==> config.mk <==
export PLATFORM = sky130hd
export DESIGN_NAME = hcw_div_cell
export DESIGN_NICKNAME = d
export VERILOG_FILES = /design/src/hw/rtl/hcw_pkg.sv /design/src/hw/rtl/hcw_div_cell.sv
export SDC_FILE = /design/constraint.sdc
export NUM_CORES = 1
export LEC_CHECK = 0
export BUFFER_PORTS_ARGS = -buffer_cell sky130_fd_sc_hd__clkbuf_2
export CORE_ASPECT_RATIO = 0.7
export CORE_MARGIN = 2
export CORE_UTILIZATION = 44
export DETAILED_ROUTE_END_ITERATION = 12
export MAX_ROUTING_LAYER = met4
export PLACE_DENSITY = 0.77
export REMOVE_ABC_BUFFERS = 1
export SETUP_SLACK_MARGIN = 0.3
export SLEW_MARGIN = 15
export SYNTH_ARGS = -nofsm -noshare
export SYNTH_HDL_FRONTEND = slang
export SYNTH_SLANG_ARGS = --single-unit
==> constraint.sdc <==
create_clock -name clk -period 4.9 [get_ports clk]
set_clock_uncertainty 0.2 [all_clocks]
set_input_delay 0.49 -clock clk [delete_from_list [all_inputs] [get_ports clk]]
set_output_delay 0.49 -clock clk [all_outputs]
set_load 0.01 [all_outputs]
==> src/hw/rtl/hcw_pkg.sv <==
// Shared types, constants and arithmetic helpers for the HSV color wheel pixel core.
package hcw_pkg;

  // Configuration register map
  localparam int CFG_IDX_W  = 1;
  localparam int CFG_DATA_W = 16;
  localparam logic [CFG_IDX_W-1:0] REG_WHEEL_SIZE = 1'd0;
  localparam logic [CFG_IDX_W-1:0] REG_BRIGHTNESS = 1'd1;

  localparam logic [10:0] WHEEL_SIZE_RST = 11'd256;
  localparam logic [15:0] BRIGHTNESS_RST = 16'hFFFF;
  localparam logic [10:0] MAX_SIZE       = 11'd1024;

  // Pipeline section lengths
  localparam int CORDIC_STEPS = 22;
  localparam int DIV_STEPS    = 32;
  localparam int SQRT_STEPS   = 16;
  localparam int RGB_STAGES   = 6;
  localparam int PIPE_DEPTH   = 2 + CORDIC_STEPS + 1 + DIV_STEPS + SQRT_STEPS + RGB_STAGES;

  localparam logic [23:0] HALF_TURN = 24'h800000;

  // Angle rotator lane
  typedef struct packed {
    logic signed [29:0] x;
    logic signed [29:0] y;
    logic [23:0]        ang;
    logic [20:0]        d2;
  } cordic_t;

  // Values that ride along the divider and root sections
  typedef struct packed {
    logic [15:0] hue;
    logic        zero;
    logic        clamp;
  } tag_t;

  typedef struct packed {
    logic [18:0] rem;
    logic [31:0] work;
    tag_t        tag;
  } div_t;

  typedef struct packed {
    logic [17:0] rem;
    logic [31:0] work;
    logic [15:0] res;
    tag_t        tag;
  } sqrt_t;

  typedef struct packed {
    logic [7:0] red;
    logic [7:0] green;
    logic [7:0] blue;
  } rgb8_t;

  // atan(2^-i) in units of 2^-24 turn
  function automatic logic [23:0] atan_turn(input logic [4:0] i);
    logic [23:0] a;
    case (i)
      5'd0:  a = 24'd2097152;
      5'd1:  a = 24'd1238021;
      5'd2:  a = 24'd654136;
      5'd3:  a = 24'd332050;
      5'd4:  a = 24'd166669;
      5'd5:  a = 24'd83416;
      5'd6:  a = 24'd41718;
      5'd7:  a = 24'd20860;
      5'd8:  a = 24'd10430;
      5'd9:  a = 24'd5215;
      5'd10: a = 24'd2608;
      5'd11: a = 24'd1304;
      5'd12: a = 24'd652;
      5'd13: a = 24'd326;
      5'd14: a = 24'd163;
      5'd15: a = 24'd81;
      5'd16: a = 24'd41;
      5'd17: a = 24'd20;
      5'd18: a = 24'd10;
      5'd19: a = 24'd5;
      5'd20: a = 24'd3;
      5'd21: a = 24'd1;
      default: a = 24'd0;
    endcase
    return a;
  endfunction

  // floor(a / 65535) for a below 65536 * 65535, no divider needed
  function automatic logic [16:0] div65535(input logic [32:0] a);
    logic [33:0] t;
    t = {1'b0, a} + {17'b0, a[32:16]} + 34'd1;
    return t[32:16];
  endfunction

endpackage

==> src/hw/rtl/hcw_div_cell.sv <==
// One restoring-division step: one quotient bit per cell.
module hcw_div_cell (
  input  logic          clk,
  input  logic          en,
  input  logic [18:0]   divisor,
  input  hcw_pkg::div_t d,
  output hcw_pkg::div_t q
);
  import hcw_pkg::*;

  logic [19:0] trial;
  logic        ge;
  logic [19:0] diff;
  div_t        nxt;

  // shift in next dividend bit, subtract when it fits
  always_comb begin
    trial    = {d.rem, d.work[31]};
    ge       = trial >= {1'b0, divisor};
    diff     = trial - {1'b0, divisor};
    nxt.rem  = ge ? diff[18:0] : trial[18:0];
    nxt.work = {d.work[30:0], ge};
    nxt.tag  = d.tag;
  end

  always_ff @(posedge clk) begin
    if (en) begin
      q <= nxt;
    end
  end
endmodule

==> results.toml <==
[run_status]
status = "finished, final reports clean"

[synth]
syn_avg_cell_area_sq_um = 12.9
synth_area_sq_um = 3330
muxShareOfSynthArea_pct = 1.13
yosys.area_share.simple_pct = 8.05
synth_edf_count = 69
synth_xor_area_share_pct = 3.95
synth_top_family_by_area = "compound AO/OA/AOI/OAI gates"
yosys_register_bits = 69
synth_compound_area_share_pct = 12.6
async_flop_share_pct = 0
synthAdderAreaFrac_pct = 7.75
synth_cell_type_count = 44
synth_cells = 258
yosysSeqAreaShare_pct = 62.3
yosys_warnings = 0
synth_top_flop_cell = "edfxtp_1"

[clocking]
cts.repair.resized = 0
clk_pin_slew_ns = 0.08
cts_buffers = 9
cts_buffer_depth = 2
clockRootBuffer = "clkbuf_8"
postCtsSetupRepairBufs = 0
cts_hold_buf = 0
clock_sinks = 69
cts_tree = "yes"
cts_max_level = 3

[sta]
whs_ns = 0.124
tightest_slew_ns = 0.779
slew_headroom_pct = 48.0
slew_violations = 0
hold_viol = 0
rsz0062_at_grt = "false"
setup_viol = 0
fmax_ghz = 0.354
min_period_ns = 2.83
period_share_pct = 57.7
fin_ws_ns = 2.07
timing.setup.tns_ns = 0

[critical_path]
path_max_fanout = 34
start_kind = "primary input"
critPathKind = "primary input to register"
crit_start = "d[49]"
crit_arrival_ns = 2.72
endpoint_kind = "register"
required_ns = 4.79

[hold_path]
holdCritStartpoint = "d[28]"
hold_path_class = "primary input to register"

[detailed_routing]
wl_um = 7920
drtIter0Drc = 102
num_vias = 2537
ant_nets = 0
dr.pass1.iters = 4
vias_per_cell = 4.87
wire_per_inst_um = 15.2
drc = 0

[power]
design_power_total_mw = 1.58
p_per_area_nw_per_um2 = 358
vdd_drop_max_mv = 0.181
leakage_nw = 2.05

[layout]
final_common_cell = "clkbuf_2"
layout-drive-gt1-share_pct = 44.7
fin_area_sq_um = 4410
instances_no_fill = 521
final_core_util_pct = 60.3
synthToLayoutAreaGrowth_pct = 32.7
largest_reg_flops = 69
fin_nets = 528
antenna_cells = 0
top_regs = "q: 69 flops"
final_cell_mix = "clkbuf_2, edfxtp_1, nand2_1, inv_1, ha_1"
top_register = "q"

[global_routing]
grtUsageTotal_pct = 19.4
grt_overflow = 0
grt_pass1_vias = 2413
grt_max_degree = 38
grt_pass1_wl_um = 12000
antenna_found_initial = 0

[placement]
port-buffer-count = 158
postPlaceCellArea_sq_um = 4190
dp_slack_ns = 1.72
gp_congestion = 0.917
dp.final_hpwl_um = 6270
dp_cells = 505

[floorplanning]
pin_count = 159
die_area_sq_um = 8280
start_util_pct = 45.4
num_rows = 26
core_area_sq_um = 7320
die_w_um = 108
die_h_um = 76.7

[job]
cap_violations = 0
[critical path: stages]
cell and delay [ns]:
clkbuf_2 0.09, inv_1 0.04, ha_1 0.20, fa_1 0.40
and2b_1 0.25, o2111ai_2 0.15, a21oi_2 0.21, o21bai_2 0.09
a31o_4 0.36, inv_4 0.12, mux2_2 0.33
[kinds of logic after synthesis]
logic type      after synthesis
compound gates               59
xor+xnor                     15
fa+ha+maj                    20
buf+inv                      32
flops                        69
mux                           3
simple gates                 60
[synthesized netlist by cell type, types with 3 or more instances]
cell / count / area [sq um]
nand3_1: 4 / 20.0
o21ai_0: 15 / 75.1
buf_2: 7 / 35.0
a21o_1: 7 / 52.6
nand2_1: 35 / 131
inv_1: 21 / 78.8
nor2_1: 7 / 26.3
xnor2_1: 10 / 87.6
a21oi_2: 3 / 26.3
o21ai_1: 5 / 25.0
xor2_1: 5 / 43.8
ha_1: 19 / 238
a21oi_1: 10 / 50.1
nand4_1: 5 / 31.3
edfxtp_1: 69 / 2070
[layout make-up]
class | instances | area, sq um
Inverter | 22 | 85.1
Multi-Input combinational cell | 157 | 1110
Clock buffer | 9 | 124
Sequential cell | 69 | 2070
Fill cell | 612 | 2910
Clock inverter | 7 | 97.6
Tap cell | 98 | 123
Timing Repair Buffer | 159 | 798
[layer usage]
layer | global-route usage, % | part of all wire (%) | wire (um) | up-vias
li1 | - | - | - | 1266
met1 | 23.5 | 42 | 3340 | 1162
met2 | 32.3 | 50 | 3960 | 102
met3 | 4.59 | 7.0 | 558 | 7
met4 | 5.77 | 0.80 | 63 | 0
met5 | - | 0 | 0 | -
[report_power, final]
group,internal [mW],total [mW],switching (mW)
clock,0.288,0.512,0.224
sequential,0.725,0.742,0.0164
combinational,0.139,0.324,0.185
[final timing paths]
path | to | slack [ns] | cells past startpoint
setup / recovery | q[57] | 2.07 | 11
hold / removal | q[29] | 0.12 | 1
No activity file was read; power rests on OpenSTA's default activity.
