<file path="src/hw/rtl/hcw_pkg.sv">
// Shared types, constants and arithmetic helpers for the HSV color wheel pixel core.
package hcw_pkg;

  // Configuration register map
  localparam int CFG_IDX_W  = 1;
  localparam int CFG_DATA_W = 16;
  localparam logic [CFG_IDX_W-1:0] REG_WHEEL_SIZE = 1'd0;
  localparam logic [CFG_IDX_W-1:0] REG_BRIGHTNESS = 1'd1;

  localparam logic [10:0] WHEEL_SIZE_RST = 11'd256;
  localparam logic [15:0] BRIGHTNESS_RST = 16'hFFFF;
  localparam logic [10:0] MAX_SIZE       = 11'd1024;

  // Pipeline section lengths
  localparam int CORDIC_STEPS = 22;
  localparam int DIV_STEPS    = 32;
  localparam int SQRT_STEPS   = 16;
  localparam int RGB_STAGES   = 6;
  localparam int PIPE_DEPTH   = 2 + CORDIC_STEPS + 1 + DIV_STEPS + SQRT_STEPS + RGB_STAGES;

  localparam logic [23:0] HALF_TURN = 24'h800000;

  // Angle rotator lane
  typedef struct packed {
    logic signed [29:0] x;
    logic signed [29:0] y;
    logic [23:0]        ang;
    logic [20:0]        d2;
  } cordic_t;

  // Values that ride along the divider and root sections
  typedef struct packed {
    logic [15:0] hue;
    logic        zero;
    logic        clamp;
  } tag_t;

  typedef struct packed {
    logic [18:0] rem;
    logic [31:0] work;
    tag_t        tag;
  } div_t;

  typedef struct packed {
    logic [17:0] rem;
    logic [31:0] work;
    logic [15:0] res;
    tag_t        tag;
  } sqrt_t;

  typedef struct packed {
    logic [7:0] red;
    logic [7:0] green;
    logic [7:0] blue;
  } rgb8_t;

  // atan(2^-i) in units of 2^-24 turn
  function automatic logic [23:0] atan_turn(input logic [4:0] i);
    logic [23:0] a;
    case (i)
      5'd0:  a = 24'd2097152;
      5'd1:  a = 24'd1238021;
      5'd2:  a = 24'd654136;
      5'd3:  a = 24'd332050;
      5'd4:  a = 24'd166669;
      5'd5:  a = 24'd83416;
      5'd6:  a = 24'd41718;
      5'd7:  a = 24'd20860;
      5'd8:  a = 24'd10430;
      5'd9:  a = 24'd5215;
      5'd10: a = 24'd2608;
      5'd11: a = 24'd1304;
      5'd12: a = 24'd652;
      5'd13: a = 24'd326;
      5'd14: a = 24'd163;
      5'd15: a = 24'd81;
      5'd16: a = 24'd41;
      5'd17: a = 24'd20;
      5'd18: a = 24'd10;
      5'd19: a = 24'd5;
      5'd20: a = 24'd3;
      5'd21: a = 24'd1;
      default: a = 24'd0;
    endcase
    return a;
  endfunction

  // floor(a / 65535) for a below 65536 * 65535, no divider needed
  function automatic logic [16:0] div65535(input logic [32:0] a);
    logic [33:0] t;
    t = {1'b0, a} + {17'b0, a[32:16]} + 34'd1;
    return t[32:16];
  endfunction

endpackage

</file>
<file path="src/hw/rtl/hcw_cordic_cell.sv">
// One vectoring step of the angle rotator.
module hcw_cordic_cell (
  input  logic             clk,
  input  logic             en,
  input  logic [4:0]       step,
  input  hcw_pkg::cordic_t d,
  output hcw_pkg::cordic_t q
);
  import hcw_pkg::*;

  logic signed [29:0] xs;
  logic signed [29:0] ys;
  cordic_t            nxt;

  // rotate toward the x axis, accumulate angle
  always_comb begin
    xs = $signed(d.x) >>> step;
    ys = $signed(d.y) >>> step;
    nxt.d2 = d.d2;
    if ($signed(d.y) > 30'sd0) begin
      nxt.x   = d.x + ys;
      nxt.y   = d.y - xs;
      nxt.ang = d.ang + atan_turn(step);
    end else begin
      nxt.x   = d.x - ys;
      nxt.y   = d.y + xs;
      nxt.ang = d.ang - atan_turn(step);
    end
  end

  always_ff @(posedge clk) begin
    if (en) begin
      q <= nxt;
    end
  end
endmodule

</file>
<file path="config.mk">
export PLATFORM = sky130hd
export DESIGN_NAME = hcw_cordic_cell
export DESIGN_NICKNAME = d
export VERILOG_FILES = /design/src/hw/rtl/hcw_pkg.sv /design/src/hw/rtl/hcw_cordic_cell.sv
export SDC_FILE = /design/constraint.sdc
export NUM_CORES = 1
export LEC_CHECK = 0
export CORE_MARGIN = 2
export CORE_UTILIZATION = 40
export DETAILED_ROUTE_END_ITERATION = 8
export DONT_BUFFER_PORTS = 1
export PLACE_DENSITY_LB_ADDON = 0.25
export SKIP_CTS_REPAIR_TIMING = 1
export SYNTH_ARGS = -nofsm -noshare
export SYNTH_HDL_FRONTEND = slang
export SYNTH_SLANG_ARGS = --single-unit
</file>
<file path="constraint.sdc">
create_clock -name clk -period 18.3 [get_ports clk]
set_clock_uncertainty 0.15 [all_clocks]
set_input_delay 0.915 -clock clk [delete_from_list [all_inputs] [get_ports clk]]
set_output_delay 0.915 -clock clk [all_outputs]
set_load 0.01 [all_outputs]
</file>
==> qor.yml <==
setup_path:
  worstPathRequired_ns: 18.29
  end_kind: "flip-flop"
  path_max_fanout: 103
  crit_arrival_ns: 6.67
  start_kind: "primary input"
  crit_start: "step[0]"
  crit_type: "primary input to flip-flop"
drt:
  drc: 0
  drtIter0Drc: 1311
  first_pass_iters: 7
  vias: 11900
  ant_nets: 0
  wl_per_cell_um: 24.1
  finalWirelength_mm: 44.8
  via_per_inst: 6.40
timing:
  rsz0062_at_grt: "no"
  fin_crit_ns: 6.68
  hold_viol_final: 0
  post-route-period-util: 0.365
  worst_pin_slew_ns: 0.934
  finalSetupViolations: 0
  drv_slew: 0
  tns_ns: 0
  slew_headroom: 0.377
  fmax_mhz: 150
pwr:
  irDropWorstVdd_mv: 0.0480
  power.static_leakage_nw: 5.28
  p_per_area_mw_per_mm2: 77.4
  power_w: 0.00109
global_route:
  grt_use_total: 0.247
  met2_usage: 0.383
  top_usage_layer: "met2"
  grt_max_degree: 106
  use_met1: 0.328
  antenna_found_initial: 0
  grt_first_pass_wirelength_mm: 68.6
  met3_usage: 0.0739
  grt_pass1_vias: 11700
  grt_overflow: 0
logic_synthesis:
  yosys.area_share.simple: 0.155
  synthArstFlopShare: 0
  yosys.area_share.adder: 0.0929
  ys_types: 91
  synthMuxAreaShare: 0.181
  synth_seq_cells: 105
  synth_top_family_by_area: "compound AO/OA/AOI/OAI gates"
  synth_compound_area_frac: 0.206
  synthCells: 1461
  synth_edf_count: 105
  synthXorXnorAreaFrac: 0.0903
  syn_nets: 1672
  ys_seq_area_frac: 0.232
  syn_area_per_cell_um2: 9.29
  ys.warnings.count: 0
  synthFlopType: "edfxtp_1"
  syn_area_mm2: 0.0136
layout:
  synthToLayoutAreaGrowth_pct: 4.08
  nFillCells: 3302
  layout-drive-gt1-share: 0.122
  largest_reg_flops: 105
  regMostFlops: "q"
  top_regs: "q (105)"
  nets: 1613
  antennaDiodeCount: 0
clocking:
  cts_made_buffers: 9
  clk_pin_slew_ns: 0.09
  cts_num_sinks: 105
  cts_tree: "yes"
  clockBufferDepth: 2
  clockRootBuffer: "clkbuf_16"
  h-tree-depth: 3
run_status:
  run_status: "finished, final reports clean"
floorplanning:
  dieArea_mm2: 0.0354
  core-area_mm2: 0.0334
  die_w_um: 188
  rows: 67
  initial_core_util: 0.406
  fp.dieH_um: 188
  io_pins: 217
hold_path:
  whs_path_depth: 0
  worstHoldPathType: "primary input to flip-flop"
  min_from: "d[18]"
placed_design:
  gp_congestion: 0.951
  dpl.hpwl_mm: 33.6
  portBuffers: 0
job:
  cap_viol_max_count: 0
-- cell usage in the layout (no fill, tap or decap), types with 7 or more instances in the layout --
master     Yosys  layout
o211ai_1      10      10
nand3_1       26      26
nand2b_1      21      21
nor2b_1       30      30
nand4_1       10      10
o21ai_0       69      69
mux2i_1       53      53
a21oi_1      102     102
or2_2         10      10
o22ai_1       15      15
mux2_2        31      31
nor4_1        13      13
a221oi_1       9       9
xnor2_1       85      85
a211o_1        9       9
mux4_2        66      66
o21a_1        16      16
a31oi_1       20      20
clkbuf_16      0       9
a21o_1        25      25
inv_1         41      41
a22oi_1        8       8
nor3_1        34      33
or3_1          7       7
ha_1          96      96
edfxtp_1     105     105
nand2_1      114     114
and3_1         7       7
xor2_1        55      55
nor2_1       115     113
buf_4          1      11
and2_1         8       8
o31ai_1       13      13
a211oi_1      24      24
-- cell families (layout without fill, tap and decap cells) --
logic type | Yosys count | in the layout
AND/OR/NAND/NOR | 426 | 426
adder cells (fa/ha/maj) | 99 | 99
flip-flops | 105 | 105
multiplexers | 157 | 157
XOR/XNOR | 140 | 140
buffers and inverters | 124 | 70
AO/OA/AOI/OAI | 410 | 410
-- Yosys cell counts, types with 15 or more instances --
| master | instances | share of area |
|---|---|---|
| nand2b_1 | 21 | 0.0097 |
| nand2_1 | 114 | 0.032 |
| a31oi_1 | 20 | 0.0092 |
| clkbuf_1 | 33 | 0.0091 |
| nor2_1 | 115 | 0.032 |
| nand3_1 | 26 | 0.0096 |
| mux4_2 | 66 | 0.11 |
| a21oi_1 | 102 | 0.038 |
| xnor2_1 | 85 | 0.055 |
| nor2b_1 | 30 | 0.014 |
| a21o_1 | 25 | 0.014 |
| mux2_2 | 31 | 0.026 |
| o22ai_1 | 15 | 0.0069 |
| inv_1 | 41 | 0.011 |
| a211oi_1 | 24 | 0.013 |
| mux2i_1 | 53 | 0.039 |
| edfxtp_1 | 105 | 0.23 |
| o21a_1 | 16 | 0.0088 |
| ha_1 | 96 | 0.088 |
| xor2_1 | 55 | 0.035 |
| nor3_1 | 34 | 0.013 |
| o21ai_0 | 69 | 0.025 |
| buf_2 | 24 | 0.0088 |
-- worst max-delay path, stage by stage --
cell and delay (ns):
nor3_1 0.42, mux2i_1 0.62, a21oi_1 0.21, a221oi_1 0.69
nand3b_1 0.32, nor3_1 0.26, buf_4 0.23, nand3_1 0.11
xnor2_1 0.16, o22ai_1 0.11, ha_1 0.39, a21o_1 0.21
or4_1 0.46, o22ai_1 0.21, o2111ai_1 0.24, a311o_1 0.37
a21o_1 0.19, a21o_1 0.20, a31oi_1 0.22, xnor2_1 0.09
-- per-stage QoR --
step                      instance area, um2  worst slack [ns]  utilization  cells  hold WS, ns
after floorplan                        13600             11.88            -   1461        0.864
after global placement                 13800             11.38        0.413   1839        0.864
after detailed placement               13800             11.40        0.413   1839        0.864
after CTS                              14100             11.78        0.422   1855        0.462
after global routing                   14100             11.26        0.422   1855        0.457
final                                  14100             11.62        0.422   1855        0.475
-- report_power, final --
part | total [W] | switching [W] | internal, W | leakage (nW)
combinational | 0.000488 | 0.000272 | 0.000216 | 4.10
clock | 0.000210 | 0.000110 | 0.0000997 | 0.153
sequential | 0.000396 | 0.0000483 | 0.000347 | 1.03
total | 0.00109 | 0.000431 | 0.000663 | 5.28
-- final cells by class --
cell class,instances,area (um2),share of cell area
Clock buffer,9,225,0.0159
Clock inverter,7,88.8,0.00629
Inverter,43,161,0.0114
Multi-Input combinational cell,1232,9860,0.698
Sequential cell,105,3150,0.223
Tap cell,448,561,0.0397
Timing Repair Buffer,11,82.6,0.00584
-- metal layers --
metal	up-vias	share of wire
met5	-	0
met2	544	0.45
met4	0	0.030
met3	92	0.098
li1	5511	-
met1	5728	0.42
-- worst paths after layout --
kind / to
max: q[104]$_DFFE_PP_
min: q[18]$_DFFE_PP_
No activity file was read; power rests on OpenSTA's default activity.
