File: src/hw/rtl/hcw_pkg.sv
// Shared types, constants and arithmetic helpers for the HSV color wheel pixel core.
package hcw_pkg;

  // Configuration register map
  localparam int CFG_IDX_W  = 1;
  localparam int CFG_DATA_W = 16;
  localparam logic [CFG_IDX_W-1:0] REG_WHEEL_SIZE = 1'd0;
  localparam logic [CFG_IDX_W-1:0] REG_BRIGHTNESS = 1'd1;

  localparam logic [10:0] WHEEL_SIZE_RST = 11'd256;
  localparam logic [15:0] BRIGHTNESS_RST = 16'hFFFF;
  localparam logic [10:0] MAX_SIZE       = 11'd1024;

  // Pipeline section lengths
  localparam int CORDIC_STEPS = 22;
  localparam int DIV_STEPS    = 32;
  localparam int SQRT_STEPS   = 16;
  localparam int RGB_STAGES   = 6;
  localparam int PIPE_DEPTH   = 2 + CORDIC_STEPS + 1 + DIV_STEPS + SQRT_STEPS + RGB_STAGES;

  localparam logic [23:0] HALF_TURN = 24'h800000;

  // Angle rotator lane
  typedef struct packed {
    logic signed [29:0] x;
    logic signed [29:0] y;
    logic [23:0]        ang;
    logic [20:0]        d2;
  } cordic_t;

  // Values that ride along the divider and root sections
  typedef struct packed {
    logic [15:0] hue;
    logic        zero;
    logic        clamp;
  } tag_t;

  typedef struct packed {
    logic [18:0] rem;
    logic [31:0] work;
    tag_t        tag;
  } div_t;

  typedef struct packed {
    logic [17:0] rem;
    logic [31:0] work;
    logic [15:0] res;
    tag_t        tag;
  } sqrt_t;

  typedef struct packed {
    logic [7:0] red;
    logic [7:0] green;
    logic [7:0] blue;
  } rgb8_t;

  // atan(2^-i) in units of 2^-24 turn
  function automatic logic [23:0] atan_turn(input logic [4:0] i);
    logic [23:0] a;
    case (i)
      5'd0:  a = 24'd2097152;
      5'd1:  a = 24'd1238021;
      5'd2:  a = 24'd654136;
      5'd3:  a = 24'd332050;
      5'd4:  a = 24'd166669;
      5'd5:  a = 24'd83416;
      5'd6:  a = 24'd41718;
      5'd7:  a = 24'd20860;
      5'd8:  a = 24'd10430;
      5'd9:  a = 24'd5215;
      5'd10: a = 24'd2608;
      5'd11: a = 24'd1304;
      5'd12: a = 24'd652;
      5'd13: a = 24'd326;
      5'd14: a = 24'd163;
      5'd15: a = 24'd81;
      5'd16: a = 24'd41;
      5'd17: a = 24'd20;
      5'd18: a = 24'd10;
      5'd19: a = 24'd5;
      5'd20: a = 24'd3;
      5'd21: a = 24'd1;
      default: a = 24'd0;
    endcase
    return a;
  endfunction

  // floor(a / 65535) for a below 65536 * 65535, no divider needed
  function automatic logic [16:0] div65535(input logic [32:0] a);
    logic [33:0] t;
    t = {1'b0, a} + {17'b0, a[32:16]} + 34'd1;
    return t[32:16];
  endfunction

endpackage

File: src/hw/rtl/hcw_sqrt_cell.sv
// One digit-by-digit square root step: one root bit per cell.
module hcw_sqrt_cell (
  input  logic           clk,
  input  logic           en,
  input  hcw_pkg::sqrt_t d,
  output hcw_pkg::sqrt_t q
);
  import hcw_pkg::*;

  logic [19:0] trial;
  logic [19:0] cand;
  logic [19:0] diff;
  logic        ge;
  sqrt_t       nxt;

  // bring down two radicand bits, test (4*root + 1)
  always_comb begin
    trial    = {d.rem, d.work[31:30]};
    cand     = {2'b00, d.res, 2'b01};
    ge       = trial >= cand;
    diff     = trial - cand;
    nxt.rem  = ge ? diff[17:0] : trial[17:0];
    nxt.res  = {d.res[14:0], ge};
    nxt.work = {d.work[29:0], 2'b00};
    nxt.tag  = d.tag;
  end

  always_ff @(posedge clk) begin
    if (en) begin
      q <= nxt;
    end
  end
endmodule

File: config.mk
export PLATFORM = sky130hd
export DESIGN_NAME = hcw_sqrt_cell
export DESIGN_NICKNAME = d
export VERILOG_FILES = /design/src/hw/rtl/hcw_pkg.sv /design/src/hw/rtl/hcw_sqrt_cell.sv
export SDC_FILE = /design/constraint.sdc
export NUM_CORES = 1
export LEC_CHECK = 0
export ABC_AREA = 1
export BUFFER_PORTS_ARGS = -buffer_cell sky130_fd_sc_hd__buf_4
export CORE_MARGIN = 2
export CORE_UTILIZATION = 48
export CTS_BUF_LIST = sky130_fd_sc_hd__clkbuf_8 sky130_fd_sc_hd__clkbuf_16
export DETAILED_ROUTE_END_ITERATION = 12
export GPL_ROUTABILITY_DRIVEN = 1
export PLACE_DENSITY_LB_ADDON = 0.15
export SLEW_MARGIN = 5
export SYNTH_ARGS = -nofsm -noshare
export SYNTH_HDL_FRONTEND = slang
export SYNTH_SLANG_ARGS = --single-unit
export TNS_END_PERCENT = 1
File: constraint.sdc
create_clock -name clk -period 2.6 [get_ports clk]
set_input_delay 0.65 -clock clk [delete_from_list [all_inputs] [get_ports clk]]
set_output_delay 0.65 -clock clk [all_outputs]
set_load 0.005 [all_outputs]
==> metrics.md <==
| Metric | Value |
|---|---|
| Result of the run | `finished clean` |
| Global-route wire length before repair | `14000 um` |
| Achievable frequency | `496 MHz` |
| Register bank with the most flops | `q` |
| Worst setup SP type | `input pin` |
| Number of setup buffers added after CTS | `0` |
| Number of register bits inferred by synthesis | `82` |
| Count of input and output buffers | `167` |
| Sum of overflow across all layers after global routing | `0` |
| Clk sink count | `82` |
| Pins over their slew limit | `0` |
| End-of-flow core utilization | `0.709` |
| Number of max-cap violations | `0` |
| Critical path start-end classification | `input pin to register` |
| Area fraction of the dominant cell type after synthesis | `0.635` |
| Syn Std Cell Area | `3870 um^2` |
| Cell types with the largest area share after synthesis | `sky130_fd_sc_hd__edfxtp_1, sky130_fd_sc_hd__nand2_1, sky130_fd_sc_hd__ha_1, sky130_fd_sc_hd__inv_1, sky130_fd_sc_hd__xor2_1` |
| Sequential cell area fraction in the yosys report | `0.635` |
| Deepest level of the CTS H-tree | `3` |
| Final setup viols | `0` |
| Sink of the worst hold path | `q[17]` |
| Total half-perimeter wirelength after legalization and detailed placement | `7190 um` |
| Hold slack final | `0.472 ns` |
| CTS tree | `built` |
| HP Class | `input pin to register` |
| Clock transition at the register clock pins on the worst setup and hold paths after CTS | `0.09 ns` |
| Dominant register cell in the synthesized netlist | `sky130_fd_sc_hd__edfxtp_1` |
| Cell variety after synth | `24` |
| Die outline width | `93.9 um` |
| Leading registers by flop count | `q: 82 flops` |
| Static power due to leakage | `2.67 nW` |
| First drt pass iteration count | `4` |
| Number of placed I/O pins | `170` |
| Height of the chip | `93.9 um` |
| Share of async-settable or async-resettable flops after synthesis | `0` |
| Most common cell in the synthesized netlist | `sky130_fd_sc_hd__nand2_1` |
| Worst path setup slack after routing | `0.583 ns` |
| Resized Gates After CTS | `0` |
| Final period utilization | `0.776` |
| Clock root buffer | `sky130_fd_sc_hd__clkbuf_8` |
| Top cell types by occurrence after synthesis | `sky130_fd_sc_hd__nand2_1, sky130_fd_sc_hd__edfxtp_1, sky130_fd_sc_hd__inv_1` |
| Final Hold Viols | `0` |
| Number of antenna violations at the first check in global routing | `0` |
| Remaining antenna violation count after routing | `0` |
| Maximum buffer depth of the clock tree | `2` |
| Setup_tns | `0 ns` |
| Total GRT Usage | `0.207` |
| Worst slack after detailed placement | `0.210 ns` |
| Kind of end point of the critical path | `register` |
| Final Net Count | `645` |
| Power density over cell area | `586 nW/um^2` |
| Yosys synthesis warning count | `0` |
| Drt first-iter violations | `84` |
| Post-Syn Instances | `358` |
| Via total after detailed routing | `3051` |
| Row count | `32` |
| Largest net degree at the start of global routing | `39` |
| Number of global-route vias before repair | `2936` |
| Dominant cell type by area after synthesis | `sky130_fd_sc_hd__edfxtp_1` |
| Sum of routed wire length over all layers | `9160 um` |
| Floorplan core area | `7770 um^2` |
| RSZ-0062 raised after global routing | `false` |
| Number of flip-flops in the largest register | `82` |
| Largest voltage drop on the vdd net | `0.000304 V` |
| N_diodes | `0` |
| Effective utilization at floorplan | `0.499` |
| Data arrival at the endpoint of the critical path | `2.12 ns` |
| Cells on Worst Hold Path | `1` |
| Post-synthesis area per instance | `10.8 um^2` |
| Vias per cell | `4.71` |
| DR DRC count | `0` |
| DIE AREA | `8810 um^2` |
| CP max FO | `7` |
| Number of enable flip-flop cells after synthesis | `82` |
| Number of CTS-inserted buffers | `9` |
| Average wire per standard cell | `14.1 um` |
| Layout cells sized above 1 | `0.374` |
| Required time of the critical path | `2.70 ns` |
| Number of buffers inserted for hold repair after clock tree synthesis | `0` |
| Instance area after placement | `5300 um^2` |
| Post-route cell area | `5500 um^2` |
| Synthesis-to-layout area growth | `42.0%` |
| RePlAce Congestion | `0.911` |
| Crit path time final | `2.02 ns` |
| Worst Min Path Start | `d[17]` |
[cell families (layout without fill, tap and decap cells)]
group	after synthesis	in the layout	synth area share
adders and majority gates	18	18	0.0581
buffers and inverters	57	244	0.0636
other	1	2	0.000968
xor gates and xnor gates	10	10	0.0245
DFF	82	82	0.635
and+or+nand+nor	171	171	0.191
AOI/OAI and AO/OA	19	19	0.0258
[routing by layer]
metal / track usage / vias up / part of all wire
met5: 0 / - / 0
met4: 0.0471 / 0 / 0.0090
met3: 0.0506 / 8 / 0.073
met2: 0.386 / 109 / 0.53
met1: 0.238 / 1396 / 0.39
li1: - / 1538 / -
[cell usage in the layout (no fill, tap or decap), types with 4 or more instances in the layout]
| cell | Yosys | layout |
|---|---|---|
| sky130_fd_sc_hd__a21oi_1 | 13 | 13 |
| sky130_fd_sc_hd__buf_4 | 2 | 174 |
| sky130_fd_sc_hd__clkbuf_8 | 0 | 9 |
| sky130_fd_sc_hd__edfxtp_1 | 82 | 82 |
| sky130_fd_sc_hd__ha_1 | 18 | 18 |
| sky130_fd_sc_hd__inv_1 | 51 | 51 |
| sky130_fd_sc_hd__nand2_1 | 123 | 123 |
| sky130_fd_sc_hd__nand3_1 | 11 | 11 |
| sky130_fd_sc_hd__nand3_2 | 6 | 6 |
| sky130_fd_sc_hd__nand3b_1 | 7 | 7 |
| sky130_fd_sc_hd__nor2_1 | 16 | 16 |
| sky130_fd_sc_hd__o21ai_0 | 4 | 4 |
| sky130_fd_sc_hd__xor2_1 | 8 | 8 |
[power by group]
group / leakage [nW] / internal [W] / switching [W]
clock network: 0.0979 / 0.000451 / 0.000479
registers: 0.803 / 0.00160 / 0.0000328
logic: 1.77 / 0.000348 / 0.000314
[layout make-up]
| class | count | area [um^2] |
|---|---|---|
| Tap cell | 102 | 128 |
| Clock buffer | 9 | 124 |
| Multi-Input combinational cell | 220 | 1170 |
| Sequential cell | 82 | 2460 |
| Fill cell | 619 | 2260 |
| Timing Repair Buffer | 176 | 1350 |
| Clock inverter | 7 | 76.3 |
| Inverter | 52 | 198 |
[critical path: stages]
cell and delay [ns]:
sky130_fd_sc_hd__buf_4 0.09, sky130_fd_sc_hd__inv_1 0.04, sky130_fd_sc_hd__ha_1 0.34, sky130_fd_sc_hd__a21oi_1 0.20, sky130_fd_sc_hd__nand2_1 0.10, sky130_fd_sc_hd__nand3b_1 0.19, sky130_fd_sc_hd__nand2_1 0.11, sky130_fd_sc_hd__nand2_4 0.10
sky130_fd_sc_hd__buf_4 0.18, sky130_fd_sc_hd__nand2_1 0.06, sky130_fd_sc_hd__nand2_1 0.05
[metrics by stage]
| step | std cells | total power (W) |
|---|---|---|
| floorplan | 359 | 0.00194 |
| global placement | 632 | 0.00232 |
| detailed placement | 632 | 0.00233 |
| CTS | 648 | 0.00326 |
| global route | 648 | 0.00339 |
| finish | 648 | 0.00323 |
[worst max-delay path by stage]
stage / slack, ns / start / cells after the start / end
floorplan: 0.45 / d[19] / 10 / q[66]
global placement: 0.24 / d[27] / 11 / q[81]
detailed placement: 0.21 / d[25] / 14 / q[82]
CTS: 0.59 / d[25] / 14 / q[77]
global route: 0.42 / d[24] / 14 / q[72]
finish: 0.58 / d[27] / 11 / q[73]
No activity file was read; power rests on OpenSTA's default activity.
