### src/hw/rtl/hcw_pkg.sv
// Shared types, constants and arithmetic helpers for the HSV color wheel pixel core.
package hcw_pkg;

  // Configuration register map
  localparam int CFG_IDX_W  = 1;
  localparam int CFG_DATA_W = 16;
  localparam logic [CFG_IDX_W-1:0] REG_WHEEL_SIZE = 1'd0;
  localparam logic [CFG_IDX_W-1:0] REG_BRIGHTNESS = 1'd1;

  localparam logic [10:0] WHEEL_SIZE_RST = 11'd256;
  localparam logic [15:0] BRIGHTNESS_RST = 16'hFFFF;
  localparam logic [10:0] MAX_SIZE       = 11'd1024;

  // Pipeline section lengths
  localparam int CORDIC_STEPS = 22;
  localparam int DIV_STEPS    = 32;
  localparam int SQRT_STEPS   = 16;
  localparam int RGB_STAGES   = 6;
  localparam int PIPE_DEPTH   = 2 + CORDIC_STEPS + 1 + DIV_STEPS + SQRT_STEPS + RGB_STAGES;

  localparam logic [23:0] HALF_TURN = 24'h800000;

  // Angle rotator lane
  typedef struct packed {
    logic signed [29:0] x;
    logic signed [29:0] y;
    logic [23:0]        ang;
    logic [20:0]        d2;
  } cordic_t;

  // Values that ride along the divider and root sections
  typedef struct packed {
    logic [15:0] hue;
    logic        zero;
    logic        clamp;
  } tag_t;

  typedef struct packed {
    logic [18:0] rem;
    logic [31:0] work;
    tag_t        tag;
  } div_t;

  typedef struct packed {
    logic [17:0] rem;
    logic [31:0] work;
    logic [15:0] res;
    tag_t        tag;
  } sqrt_t;

  typedef struct packed {
    logic [7:0] red;
    logic [7:0] green;
    logic [7:0] blue;
  } rgb8_t;

  // atan(2^-i) in units of 2^-24 turn
  function automatic logic [23:0] atan_turn(input logic [4:0] i);
    logic [23:0] a;
    case (i)
      5'd0:  a = 24'd2097152;
      5'd1:  a = 24'd1238021;
      5'd2:  a = 24'd654136;
      5'd3:  a = 24'd332050;
      5'd4:  a = 24'd166669;
      5'd5:  a = 24'd83416;
      5'd6:  a = 24'd41718;
      5'd7:  a = 24'd20860;
      5'd8:  a = 24'd10430;
      5'd9:  a = 24'd5215;
      5'd10: a = 24'd2608;
      5'd11: a = 24'd1304;
      5'd12: a = 24'd652;
      5'd13: a = 24'd326;
      5'd14: a = 24'd163;
      5'd15: a = 24'd81;
      5'd16: a = 24'd41;
      5'd17: a = 24'd20;
      5'd18: a = 24'd10;
      5'd19: a = 24'd5;
      5'd20: a = 24'd3;
      5'd21: a = 24'd1;
      default: a = 24'd0;
    endcase
    return a;
  endfunction

  // floor(a / 65535) for a below 65536 * 65535, no divider needed
  function automatic logic [16:0] div65535(input logic [32:0] a);
    logic [33:0] t;
    t = {1'b0, a} + {17'b0, a[32:16]} + 34'd1;
    return t[32:16];
  endfunction

endpackage

### src/hw/rtl/hcw_hsv2rgb.sv
// Six-sector HSV to 8-bit RGB conversion, six pipeline stages.
module hcw_hsv2rgb (
  input  logic           clk,
  input  logic           en,
  input  logic [15:0]    value,
  input  hcw_pkg::sqrt_t d,
  output hcw_pkg::rgb8_t q
);
  import hcw_pkg::*;

  // stage A
  logic [15:0] s_a;
  logic [15:0] f_a;
  logic [2:0]  sec_a;
  // stage B
  logic [31:0] sf_b;
  logic [32:0] sg_b;
  logic [31:0] pp_b;
  logic [2:0]  sec_b;
  // stage C
  logic [15:0] kq_c;
  logic [15:0] kt_c;
  logic [15:0] p_c;
  logic [2:0]  sec_c;
  // stage D
  logic [31:0] qp_d;
  logic [31:0] tp_d;
  logic [15:0] p_d;
  logic [2:0]  sec_d;
  // stage E
  logic [15:0] r_e;
  logic [15:0] g_e;
  logic [15:0] b_e;

  logic [15:0] s_w;
  logic [18:0] h6;
  logic [32:0] sf_rnd;
  logic [33:0] sg_rnd;
  logic [16:0] p_w;
  logic [16:0] q_w;
  logic [16:0] t_w;
  logic [15:0] rr;
  logic [15:0] gg;
  logic [15:0] bb;
  logic [16:0] r8;
  logic [16:0] g8;
  logic [16:0] b8;

  // saturation select and hue sector split
  always_comb begin
    if (d.tag.zero) begin
      s_w = 16'd0;
    end else if (d.tag.clamp) begin
      s_w = 16'hFFFF;
    end else begin
      s_w = d.res;
    end
    h6 = {1'b0, d.tag.hue, 2'b00} + {2'b00, d.tag.hue, 1'b0};
  end

  // rounding of s*f terms and p
  always_comb begin
    sf_rnd = {1'b0, sf_b} + 33'd32768;
    sg_rnd = {1'b0, sg_b} + 34'd32768;
    p_w    = div65535({1'b0, pp_b} + 33'd32767);
  end

  // q, t and sector select
  always_comb begin
    q_w = div65535({1'b0, qp_d} + 33'd32767);
    t_w = div65535({1'b0, tp_d} + 33'd32767);
    case (sec_d)
      3'd0: begin rr = value;    gg = t_w[15:0]; bb = p_d;       end
      3'd1: begin rr = q_w[15:0]; gg = value;    bb = p_d;       end
      3'd2: begin rr = p_d;      gg = value;     bb = t_w[15:0]; end
      3'd3: begin rr = p_d;      gg = q_w[15:0]; bb = value;     end
      3'd4: begin rr = t_w[15:0]; gg = p_d;      bb = value;     end
      default: begin rr = value; gg = p_d;       bb = q_w[15:0]; end
    endcase
  end

  // 16-bit to 8-bit rounding: (c*255 + 32767) / 65535
  always_comb begin
    r8 = div65535(({9'b0, r_e, 8'b0} - {17'b0, r_e}) + 33'd32767);
    g8 = div65535(({9'b0, g_e, 8'b0} - {17'b0, g_e}) + 33'd32767);
    b8 = div65535(({9'b0, b_e, 8'b0} - {17'b0, b_e}) + 33'd32767);
  end

  always_ff @(posedge clk) begin
    if (en) begin
      s_a   <= s_w;
      f_a   <= h6[15:0];
      sec_a <= h6[18:16];

      sf_b  <= s_a * f_a;
      sg_b  <= {17'b0, s_a} * (33'h10000 - {17'b0, f_a});
      pp_b  <= value * (16'hFFFF - s_a);
      sec_b <= sec_a;

      kq_c  <= 16'hFFFF - sf_rnd[31:16];
      kt_c  <= 16'hFFFF - sg_rnd[31:16];
      p_c   <= p_w[15:0];
      sec_c <= sec_b;

      qp_d  <= value * kq_c;
      tp_d  <= value * kt_c;
      p_d   <= p_c;
      sec_d <= sec_c;

      r_e   <= rr;
      g_e   <= gg;
      b_e   <= bb;

      q.red   <= r8[7:0];
      q.green <= g8[7:0];
      q.blue  <= b8[7:0];
    end
  end
endmodule

### config.mk
export PLATFORM = sky130hd
export DESIGN_NAME = hcw_hsv2rgb
export DESIGN_NICKNAME = d
export VERILOG_FILES = /design/src/hw/rtl/hcw_pkg.sv /design/src/hw/rtl/hcw_hsv2rgb.sv
export SDC_FILE = /design/constraint.sdc
export NUM_CORES = 2
export LEC_CHECK = 0
export ABC_CLOCK_PERIOD_IN_PS = 7700
export BUFFER_PORTS_ARGS = -buffer_cell sky130_fd_sc_hd__buf_2
export CORE_UTILIZATION = 56
export DETAILED_ROUTE_END_ITERATION = 10
export HOLD_SLACK_MARGIN = 0.03
export MAX_ROUTING_LAYER = met4
export PLACE_DENSITY = 0.87
export SLEW_MARGIN = 10
export SYNTH_ARGS = -nofsm -noshare
export SYNTH_HDL_FRONTEND = slang
export SYNTH_SLANG_ARGS = --single-unit
### constraint.sdc
create_clock -name clk -period 7.7 [get_ports clk]
set_clock_uncertainty 0.15 [all_clocks]
set_input_delay 1.155 -clock clk [delete_from_list [all_inputs] [get_ports clk]]
set_output_delay 1.155 -clock clk [all_outputs]
set_load 0.005 [all_outputs]
==> flow_metrics.py <==
metrics = {
    "timing": {
        "setup_viol": 0,
        "slew_violations": 0,
        "tightest_slew_ns": 1.03,
        "fmax_mhz": 131,
        "relSlewSlack": 0.314,
        "hold_viol_final": 0,
        "finalCritPeriodShare": 0.988,
        "finalCriticalPeriod_ns": 7.61,
        "grt_setup_unrepaired": "yes",
        "hold_ws_ns": 0.267,
    },
    "layout": {
        "area_growth_pct": 7.28,
        "n_fill_cell": 8681,
        "layout.area.seq_sq_mm": 0.00928,
        "drive_gt1_frac": 0.0621,
        "finalNetCount": 8795,
        "multi_input_area_sq_mm": 0.0481,
    },
    "floorplanning": {
        "die_area_sq_mm": 0.114,
        "io_pins": 126,
        "die_y_um": 338,
        "initial_core_util": 0.564,
        "row_count": 123,
        "die_w_um": 338,
        "core_area_sq_mm": 0.112,
    },
    "clocking": {
        "numCtsBuffers": 39,
        "htree_num_levels": 2,
        "worstSkewPairLatency_ns": 0.62,
        "clock-sinks": 309,
        "cts_tree": "yes",
        "cts_buffer_depth": 3,
        "cts.clk_slew.worst_paths_ns": 0.06,
        "cts_root_buf": "clkbuf_16",
    },
    "grt": {
        "grt_pass1_vias": 52200,
        "overflow": 0,
        "grt_max_degree": 159,
        "grt_use_total": 0.293,
        "antenna_found_initial": 2,
        "grt_pass1_wl_um": 263000,
    },
    "critical_path": {
        "crit_top_cell": "fa_1",
        "slowest_delay_ns": 0.57,
        "cp.buffers_inverters": 2,
        "crit_slowest_cell": "or4_4",
        "path_max_fanout": 5,
        "worstPathArrival_ns": 7.81,
        "critical_path_required_ns": 7.90,
        "path_delay_family": "adder cells",
        "crit_type": "reg2reg",
        "crit_path_start_kind": "register",
        "endpoint_kind": "register",
    },
    "yosys": {
        "synth_seq_cells": 309,
        "syn-num-nets": 8754,
        "yosysMostFrequentCell": "inv_1",
        "synth_seq_area_share": 0.147,
        "yosys-top-cells-count": "1328 x inv_1, 956 x fa_1, 764 x nand2_1, 680 x ha_1, 436 x and2_1",
        "async_reset_ff_frac": 0,
        "netlist_area_sq_mm": 0.0633,
        "ys_types": 98,
        "synth_edf_count": 309,
        "synth.avg_cell_area_sq_um": 9.03,
        "synth_largest_area_cell": "fa_1",
        "synth-main-ff-cell": "edfxtp_1",
        "synth_top_area_share": 0.302,
        "netlist_instances": 7016,
        "synth_area_leaders": "fa_1 30%, edfxtp_1 15%, ha_1 13%",
        "synth_warnings": 0,
    },
    "placed_design": {
        "io_buffer_count": 75,
        "routabilityCongestion": 1.02,
        "dp_hpwl_um": 128000,
    },
    "drt": {
        "ant_nets": 0,
        "drc": 0,
        "wl_per_cell_um": 18.9,
        "vias_per_cell": 5.78,
        "first_pass_iters": 6,
        "wl_um": 163000,
        "vias": 49600,
        "drt_iter0_drc": 4105,
    },
    "outcome": {
        "outcome": "complete, no violations",
    },
    "flow_run": {
        "maxCapViolCount": 0,
    },
    "min_path": {
        "holdCritPathClass": "reg2reg",
    },
}
-- sequential cells by signal (all words and copies together), names as in the netlist, 17 cells and up --
| signal | flops |
|---|---|
| sf_b | 17 |
| pp_b | 32 |
| tp_d | 32 |
| sg_b | 17 |
| q | 24 |
| qp_d | 32 |
-- metrics by stage --
stage / cell area [sq um] / instances / setup TNS [ns] / setup WS, ns / util
after global routing: 67900 / 8587 / -0.644 / -0.200 / 0.605
after global placement: 66300 / 8500 / 0 / 0.0564 / 0.590
final: 67900 / 8588 / 0 / 0.0915 / 0.605
after CTS: 67600 / 8570 / 0 / 0.0161 / 0.602
after detailed placement: 66300 / 8500 / -0.771 / -0.161 / 0.590
after floorplan: 63400 / 7016 / 0 / 0.0132 / -
-- repair_timing --
| item | 4_1_cts | 5_1_grt |
|---|---|---|
| hold buffers | 0 | 0 |
| setup endpoints to repair | 2 | 12 |
| buffers inserted | 0 | 16 |
| pin swaps | 1 | 37 |
| resized for setup | 4 | 35 |
-- layout make-up --
cell class              count  area share
well taps                1500      0.0276
repair buffers            299      0.0348
diodes                      2   0.0000737
inverters                1330      0.0735
flip-flops and latches    309       0.137
clock inverters            28     0.00459
clock buffers              42      0.0145
multi-input cells        5078       0.708
-- placed cells by master (no fill, tap or decap), types with 26 or more instances in the layout --
master     instances
a211oi_1          34
buf_2             74
nor2b_1          139
or3_1             40
xor2_1           137
nand3_1           97
o21a_1            46
nor3_1           104
edfxtp_1         309
xnor2_1          257
a31oi_1           26
nor2_1           310
inv_1           1325
o22ai_1           26
a21oi_1          170
nand2_1          764
o21ai_0          108
clkbuf_16         39
nand4_1           44
fa_1             954
buf_4            199
a21o_1            90
nand2b_1         189
ha_1             675
and2_1           433
and3_1            45
nor4_1            27
-- per-layer routing --
layer | track usage | vias to the layer above | share of wire
li1 | - | 22400 | -
met1 | 0.341 | 24400 | 0.37
met2 | 0.495 | 2338 | 0.49
met3 | 0.0460 | 580 | 0.085
met4 | 0.138 | 0 | 0.055
met5 | - | - | 0
-- kinds of logic after synthesis --
| kind of cell | Yosys count | synth area share |
|---|---|---|
| adders and majority gates | 1636 | 0.437 |
| buffers and inverters | 1629 | 0.0970 |
| DFF | 309 | 0.147 |
| muxes | 11 | 0.00176 |
| xor gates and xnor gates | 399 | 0.0556 |
| and+or+nand+nor | 2289 | 0.183 |
| AOI/OAI and AO/OA | 743 | 0.0798 |
-- path summary, 6_finish.rpt --
check / startpoint / to / slack, ns / cells after the start
worst min register to register: sec_b[1]$_DFFE_PP_ / sec_c[1]$_DFFE_PP_ / 0.27 / 0
worst max register to register: f_a[3]$_DFFE_PP_ / sg_b[28]$_DFFE_PP_ / 0.09 / 25
worst min-delay path: sec_b[1]$_DFFE_PP_ / sec_c[1]$_DFFE_PP_ / 0.27 / 0
worst max-delay path: f_a[3]$_DFFE_PP_ / sg_b[28]$_DFFE_PP_ / 0.09 / 25
Power is left out: the tool's default activity adds up to more than one toggle a clock period on the data nets, which glitch-free logic cannot reach.
